$ cat config.mk
export PLATFORM = sky130hd
export DESIGN_NAME = tllg_line
export DESIGN_NICKNAME = d
export VERILOG_FILES = /design/src/rtl/tllg_pkg.sv /design/src/rtl/tllg_line.sv
export SDC_FILE = /design/constraint.sdc
export NUM_CORES = 2
export LEC_CHECK = 0
export ABC_CLOCK_PERIOD_IN_PS = 23700
export BUFFER_PORTS_ARGS = -buffer_cell sky130_fd_sc_hd__buf_2
export CAP_MARGIN = 40
export CORE_MARGIN = 8
export CORE_UTILIZATION = 40
export CTS_BUF_LIST = sky130_fd_sc_hd__clkbuf_4 sky130_fd_sc_hd__clkbuf_8
export DETAILED_ROUTE_END_ITERATION = 10
export SETUP_SLACK_MARGIN = 0.2
export SLEW_MARGIN = 15
export SYNTH_ARGS = -nofsm -noshare
export SYNTH_HDL_FRONTEND = slang
export SYNTH_SLANG_ARGS = --single-unit
export TNS_END_PERCENT = 5
$ cat constraint.sdc
create_clock -name clk -period 23.7 [get_ports clk]
set_input_delay 2.37 -clock clk [delete_from_list [all_inputs] [get_ports clk]]
set_output_delay 2.37 -clock clk [all_outputs]
set_load 0.02 [all_outputs]
$ cat src/rtl/tllg_pkg.sv
// ----------------------------------------------------------------------------
// tllg_pkg
// Shared types and constants of the track-line local goal block.
// ----------------------------------------------------------------------------
package tllg_pkg;

	// default coordinate format, 1/256 m in 24 bits
	localparam int COORD_BITS_DEF = 24;
	localparam int FRAC_BITS_DEF  = 8;

	// lead distance register
	localparam int LEAD_BITS  = 23;
	localparam int LEAD_RESET = 256;

	// configuration register indexes
	localparam int CFG_IDX_BITS = 3;
	localparam logic [CFG_IDX_BITS-1:0] REG_START_X = 3'd0;
	localparam logic [CFG_IDX_BITS-1:0] REG_START_Y = 3'd1;
	localparam logic [CFG_IDX_BITS-1:0] REG_END_X   = 3'd2;
	localparam logic [CFG_IDX_BITS-1:0] REG_END_Y   = 3'd3;
	localparam logic [CFG_IDX_BITS-1:0] REG_LEAD    = 3'd4;

	// guidance mode codes
	localparam logic MODE_APPROACH = 1'b0;
	localparam logic MODE_TRANSIT  = 1'b1;

	// line length sequencer
	typedef enum logic [2:0] {
		LS_IDLE,
		LS_SQUARE,
		LS_SUM,
		LS_ROOT,
		LS_ROUND
	} line_state_t;

	// status of the line unit
	typedef struct packed {
		logic busy;
		logic degen;
	} line_stat_t;

endpackage

$ cat src/rtl/tllg_line.sv
// ----------------------------------------------------------------------------
// tllg_line
// Configuration registers and line geometry: direction and rounded length,
// the length found by a bit-serial square root after each line write.
// ----------------------------------------------------------------------------
module tllg_line import tllg_pkg::*; #(
	parameter int COORD_BITS = COORD_BITS_DEF,
	parameter int FRAC_BITS  = FRAC_BITS_DEF
) (
	input  logic                           clk,
	input  logic                           arst_n,
	input  logic                           cfg_wen,
	input  logic [CFG_IDX_BITS-1:0]        cfg_idx,
	input  logic [((COORD_BITS > LEAD_BITS) ? COORD_BITS : LEAD_BITS)-1:0] cfg_wdata,
	output logic signed [COORD_BITS-1:0]   start_x,
	output logic signed [COORD_BITS-1:0]   start_y,
	output logic signed [COORD_BITS-1:0]   end_x,
	output logic signed [COORD_BITS-1:0]   end_y,
	output logic [LEAD_BITS-1:0]           lead,
	output logic signed [COORD_BITS:0]     dir_x,
	output logic signed [COORD_BITS:0]     dir_y,
	output logic [COORD_BITS:0]            line_len,
	output line_stat_t                     stat
);
	localparam int C  = COORD_BITS;
	localparam int SQ = 2 * C + 1;

	line_state_t state_q, state_d;

	logic signed [C-1:0] sx_q, sy_q, ex_q, ey_q;
	logic [LEAD_BITS-1:0] lead_q;
	logic signed [C:0]   dx_q, dy_q;
	logic [C:0]          len_q;
	logic                degen_q;
	logic [2*C-1:0]      sqx_q, sqy_q;
	logic [SQ-1:0]       rem_q, res_q, bit_q;

	logic                line_wr;
	logic signed [C:0]   dxw, dyw;
	logic signed [2*C+1:0] sqx_full, sqy_full;
	logic [SQ:0]         trial;

	// a write to any line end point restarts the geometry
	assign line_wr = cfg_wen && (cfg_idx == REG_START_X || cfg_idx == REG_START_Y ||
		cfg_idx == REG_END_X || cfg_idx == REG_END_Y);

	assign dxw      = (C+1)'(ex_q) - (C+1)'(sx_q);
	assign dyw      = (C+1)'(ey_q) - (C+1)'(sy_q);
	assign sqx_full = dxw * dxw;
	assign sqy_full = dyw * dyw;
	assign trial    = (SQ+1)'(res_q) + (SQ+1)'(bit_q);

	// state register
	always_ff @(posedge clk or negedge arst_n) begin
		if (!arst_n) begin
			state_q <= LS_IDLE;
		end else begin
			state_q <= state_d;
		end
	end

	// next state
	always_comb begin
		state_d = state_q;
		unique case (state_q)
			LS_IDLE:   state_d = LS_IDLE;
			LS_SQUARE: state_d = LS_SUM;
			LS_SUM:    state_d = LS_ROOT;
			LS_ROOT:   state_d = bit_q[0] ? LS_ROUND : LS_ROOT;
			LS_ROUND:  state_d = LS_IDLE;
			default:   state_d = LS_IDLE;
		endcase
		if (line_wr) begin
			state_d = LS_SQUARE;
		end
	end

	// registers and root iteration
	always_ff @(posedge clk or negedge arst_n) begin
		if (!arst_n) begin
			sx_q    <= '0;
			sy_q    <= '0;
			ex_q    <= '0;
			ey_q    <= '0;
			lead_q  <= LEAD_BITS'(1) << FRAC_BITS;
			dx_q    <= (C+1)'(1);
			dy_q    <= '0;
			len_q   <= (C+1)'(1);
			degen_q <= 1'b1;
			sqx_q   <= '0;
			sqy_q   <= '0;
			rem_q   <= '0;
			res_q   <= '0;
			bit_q   <= '0;
		end else begin
			if (cfg_wen) begin
				unique case (cfg_idx)
					REG_START_X: sx_q <= cfg_wdata[C-1:0];
					REG_START_Y: sy_q <= cfg_wdata[C-1:0];
					REG_END_X:   ex_q <= cfg_wdata[C-1:0];
					REG_END_Y:   ey_q <= cfg_wdata[C-1:0];
					REG_LEAD:    lead_q <= cfg_wdata[LEAD_BITS-1:0];
					default: ;
				endcase
			end
			case (state_q)
				LS_SQUARE: begin
					sqx_q   <= sqx_full[2*C-1:0];
					sqy_q   <= sqy_full[2*C-1:0];
					degen_q <= (dxw == '0) && (dyw == '0);
					dx_q    <= ((dxw == '0) && (dyw == '0)) ? (C+1)'(1) : dxw;
					dy_q    <= dyw;
				end
				LS_SUM: begin
					rem_q <= SQ'(sqx_q) + SQ'(sqy_q);
					res_q <= '0;
					bit_q <= SQ'(1) << (2 * C);
				end
				LS_ROOT: begin
					if ((SQ+1)'(rem_q) >= trial) begin
						rem_q <= rem_q - trial[SQ-1:0];
						res_q <= (res_q >> 1) + bit_q;
					end else begin
						res_q <= res_q >> 1;
					end
					bit_q <= bit_q >> 2;
				end
				LS_ROUND: begin
					// round to nearest: step up when the remainder exceeds the root
					len_q <= degen_q ? (C+1)'(1) :
						(C+1)'(res_q + SQ'(rem_q > res_q));
				end
				default: ;
			endcase
		end
	end

	assign start_x    = sx_q;
	assign start_y    = sy_q;
	assign end_x      = ex_q;
	assign end_y      = ey_q;
	assign lead       = lead_q;
	assign dir_x      = dx_q;
	assign dir_y      = dy_q;
	assign line_len   = len_q;
	assign stat.busy  = (state_q != LS_IDLE);
	assign stat.degen = degen_q;

endmodule

* After elaboration in Yosys (flattened, before gate mapping)
Cells that the tools add are included.
Cells by class: add/subtract/negate cells 7, $mul 2, divide/modulo/power cells 0, order comparisons 2, equality and inequality tests 9, shift-type cells 0, mux-type cells 10, bitwise operators 0, reductions and logical operators 16
Operators with widths (number):
- $pmux 49 s2 | 3
- $mux 49 | 2
- $mul 25x25->48 | 2
- $add 49x49->50 | 1
- $ge 49x50->1 | 1
- $logic_not 25->1 | 2
- $mux 25 | 2
- $sub 24x24->25 | 2
- $add 48x48->49 | 1
- $add 48x49->49 | 1
- $gt 49x49->1 | 1
- $sub 49x49->49 | 1
- $add 25x1->25 | 1
- $eq 3x2->1 const B | 4
- $reduce_and 2->1 | 6
- $pmux 3 s3 | 1
- $eq 3x1->1 const B | 2
- $eq 3x3->1 const B | 2
- $mux 3 | 2
- $logic_not 3->1 | 1
- $logic_or 1x1->1 | 3
- $reduce_bool 3->1 | 1
- $logic_and 1x1->1 | 2
- $ne 2x2->1 const B | 1
- $reduce_bool 2->1 | 1
Storage, ports and cells: register bits 441, bits in latches 0, memory bits (writable) 0, memory bits (read-only) 0, input port bits 30, output and inout bits 196, logic and storage cells 61, memories kept 0

* Logic depth before layout (Yosys ltp)
depth after elaboration 6, depth in mapped cells 39, depth with buffers taken out 38

* Worst setup path before layout
Ideal clock, no wire load.
kind flip-flop to flip-flop, start register ey_q[0], in the netlist end_y[0], end register sqy_q[44], library setup time 83 ps, data arrival time 9284 ps, data required time 23617 ps, path slack 14333 ps, cell stages (with the launch flop) 38, buffers on the path 3, clock period less this slack 9367 ps, cell sequence dfrtp_1 inv_1 ha_1 inv_1 fa_1 a211o_1 a21boi_1 o31ai_2 o21a_1 a21o_1 o311ai_0 clkbuf_1 clkbuf_1 nand2_1 fa_1 inv_1 fa_1 fa_1 (+2 left out) inv_1 fa_1 fa_1 inv_1 fa_1 inv_1 ha_1 clkbuf_1 nand4_1 nor4_1 a221oi_1 o31a_1 a41oi_1 nor2b_1 o41ai_1 a21oi_1 xor2_1 o21ai_0
On the way: longest elaborated chain between the ends 2
Ends and longest elaborated chain:
- start, declared | line tllg_line.sv:30 | logic signed [C-1:0] sx_q, sy_q, ex_q, ey_q;
- start signal, assigned | line tllg_line.sv:101 | REG_END_Y: ey_q <= cfg_wdata[C-1:0];
- $sub 24x24->25 | line tllg_line.sv:48 | assign dyw = (C+1)'(ey_q) - (C+1)'(sy_q);
- $mul 25x25->48 | line tllg_line.sv:50 | assign sqy_full = dyw * dyw;
- end signal, assigned | line tllg_line.sv:109 | sqy_q <= sqy_full[2*C-1:0];
- end, declared | line tllg_line.sv:35 | logic [2*C-1:0] sqx_q, sqy_q;
Every way passes these cells. A chain may end at the register's enable or synchronous reset.

* Worst setup path after layout
start register sy_q[2], in the netlist start_y[2], end register sqy_q[44]
On the way: longest elaborated chain between the ends 2
Ends and longest elaborated chain:
- start, declared | line tllg_line.sv:30
- start signal, assigned | line tllg_line.sv:99 | REG_START_Y: sy_q <= cfg_wdata[C-1:0];
- $sub 24x24->25 | line tllg_line.sv:48
- $mul 25x25->48 | line tllg_line.sv:50
Every way passes these cells.

==> qor.csv <==
metric;value;unit
final_max_slew_viol_count;0;
tritoncts.num_buffers;82;
fmax;93.2;MHz
ys.warnings.count;0;
core.rowCount;150;
detail-route-antenna-nets;0;
finalSetupViolCount;0;
layout.cells.most_common_list;inv_1, fa_1, nand2_1, nor2_1, ha_1;
synth_edf_count;0;
drive_gt1_frac;0.0884;
rsz0062_at_grt;no;
mappedNetlistArea;0.0670;mm^2
effective_utilization_at_floorplan;0.402;
fin_crit_sh;0.453;
boundary_pin_count;226;
routed_wire_length_per_instance;21.6;um
crit_required;24.41;ns
number_of_antenna_violations_at_the_first_check_in_global_routing;1;
commonest_non_fill_non_tap_cell_in_the_layout;inv_1;
detail_route.vias_per_cell;5.36;
grt_pass1_wl;328000;um
globalRoute.totalOverflow;0;
placed_cell_area;0.0710;mm^2
fin_skew;0.0582;ns
worstSetupPathType;reg -> reg;
max_slew.worst_pin.slew;0.945;ns
synth.distinct_cells;103;
cts_resized;0;
synth_area_leaders;fa_1, dfrtp_1, ha_1;
synth_nets;9040;
fillcell_total;16300;
synthDominantAreaCellType;fa_1;
root_cell_of_the_clock_tree;clkbuf_8;
grt_max_degree;107;
diodes;0;
buffer_ports.inserted;225;
gp_congestion;0.939;
synth-seq-cells;414;
critical_path.most_common_cell;fa_1;
sequential_to_total_area_share_from_yosys_stat;0.155;
cts_hold_buf;0;
cell_total_after_placement;9564;
synth_top_area_share;0.354;
count_of_clock_tree_sinks;414;
fp.dieH;425;um
path_max_fanout;19;
timing_hold_violations_final;0;
dp_slack;13.18;ns
routed_wl;209000;um
cts_htree_levels;3;
worstPathBufferInverterCount;7;
fin_nets;9185;
cts_setup_buffers;0;
finalWorstPathRequiredPeriod;10.73;ns
status;completed;
async_reset_ff_frac;1.00;
route.detailed.drc;0;
die_area;0.181;mm^2
start_kind;flip-flop;
cpPeakStageDelay;0.55;ns
netlist_instances;7300;
syn_area_per_cell;9.18;um^2
grt_pass1_vias;55900;
worstSetupEndpointType;flip-flop;
design_area;0.0728;mm^2
slew_headroom;0.354;
yosys_most_used_dff;dfrtp_1;
cp.arrival;11.44;ns
area_delta_synth_final;8.65;%
min_path_type;reg -> reg;
worstSkewPairLatency;0.84;ns
num_vias;52100;
clk_path_buf_depth;3;
groute.usage.overall;0.233;
critical_path.top_delay_family;adder cells;
max_cap_violations;0;
critical_path.slowest_cell;fa_1;
layout_setup_ws;12.97;ns
finalSetupTns;0;ns
finalNonFillerCells;9715;
floorplan.die.width;425;um
tritoncts;built;
core_area;0.167;mm^2
drt_first_pass_iters;7;
post-dp-hpwl;168000;um
worst_setup_hold_path_clk_slew;0.06;ns
detail_route.iter0.violations;3599;
[sequential cells by signal (all words and copies together), names as in the netlist]
register / cells
start_x: 24
state_q: 3
sqx_q: 47
sqy_q: 46
end_y: 24
end_x: 24
degen_q: 1
bit_q: 25
res_q: 49
line_len: 25
dir_y: 25
start_y: 24
rem_q: 49
dir_x: 25
lead: 23
[cell families after synthesis]
family / after synthesis / share of synthesized area
flops: 414 / 0.155
buf+inv: 1672 / 0.0945
xor+xnor: 329 / 0.0432
compound gates: 1244 / 0.120
simple gates: 1839 / 0.120
fa+ha+maj: 1710 / 0.452
mux: 92 / 0.0152
[final timing paths]
path	start	to	slack, ns	cells after the start
worst max-delay path	start_y[2]	sqy_q[44]	12.97	36
worst max register to register	start_y[2]	sqy_q[44]	12.97	36
min in group asynchronous	arst_n	line_len[2]	1.61	1
worst min-delay path	line_len[11]	line_len[11]	0.47	2
worst min register to register	line_len[11]	line_len[11]	0.47	2
max in group asynchronous	arst_n	dir_y[15]	19.67	5
[final cells by class]
type	count	area [um^2]	area share
multi-input combinational	5214	50600	0.694
sequential	414	10400	0.142
inverter	1404	5270	0.0723
tap	2204	2760	0.0379
timing repair buffer	329	2070	0.0284
clock buffer	121	1540	0.0211
clock inverter	29	274	0.00376
[worst register-to-register path, delay by kind of cell (launching register included)]
| family | cells | cell delay (ns) |
|---|---|---|
| AOI/OAI and AO/OA | 13 | 3.44 |
| xor gates and xnor gates | 2 | 0.26 |
| adders and majority gates | 9 | 4.40 |
| buffers and inverters | 7 | 0.93 |
| DFF | 1 | 0.35 |
| and+or+nand+nor | 5 | 1.23 |
[synth_stat cells (27+ instances only)]
cell,number
inv_1,1384
fa_1,1187
nand2_1,811
nor2_1,535
ha_1,523
dfrtp_1,410
o21ai_0,336
a21oi_1,258
xnor2_1,236
clkbuf_1,218
a21o_1,145
xor2_1,91
nand3_1,89
nor3_1,80
mux2_2,78
a31oi_1,74
nand4_1,64
o21a_1,58
and2_1,48
o21bai_1,43
a211oi_1,38
nand2b_1,32
o31ai_1,31
and3_1,29
o22ai_1,29
nor2b_1,28
nor4_1,27
[routing by layer]
metal	track usage	up-vias	wire length [um]
met3	0.0435	429	14900
met5	0	-	0
li1	-	23600	-
met2	0.390	1867	98500
met1	0.303	26100	87200
met4	0.0825	0	8870
[metrics by stage]
| step | hold slack, ns | util |
|---|---|---|
| floorplan | 0.443 | - |
| global placement | 0.456 | 0.424 |
| detailed placement | 0.466 | 0.426 |
| CTS | 0.478 | 0.436 |
| global route | 0.492 | 0.437 |
| finish | 0.471 | 0.437 |
Power is left out: the tool's default activity adds up to more than one toggle a clock period on the data nets, which glitch-free logic cannot reach.
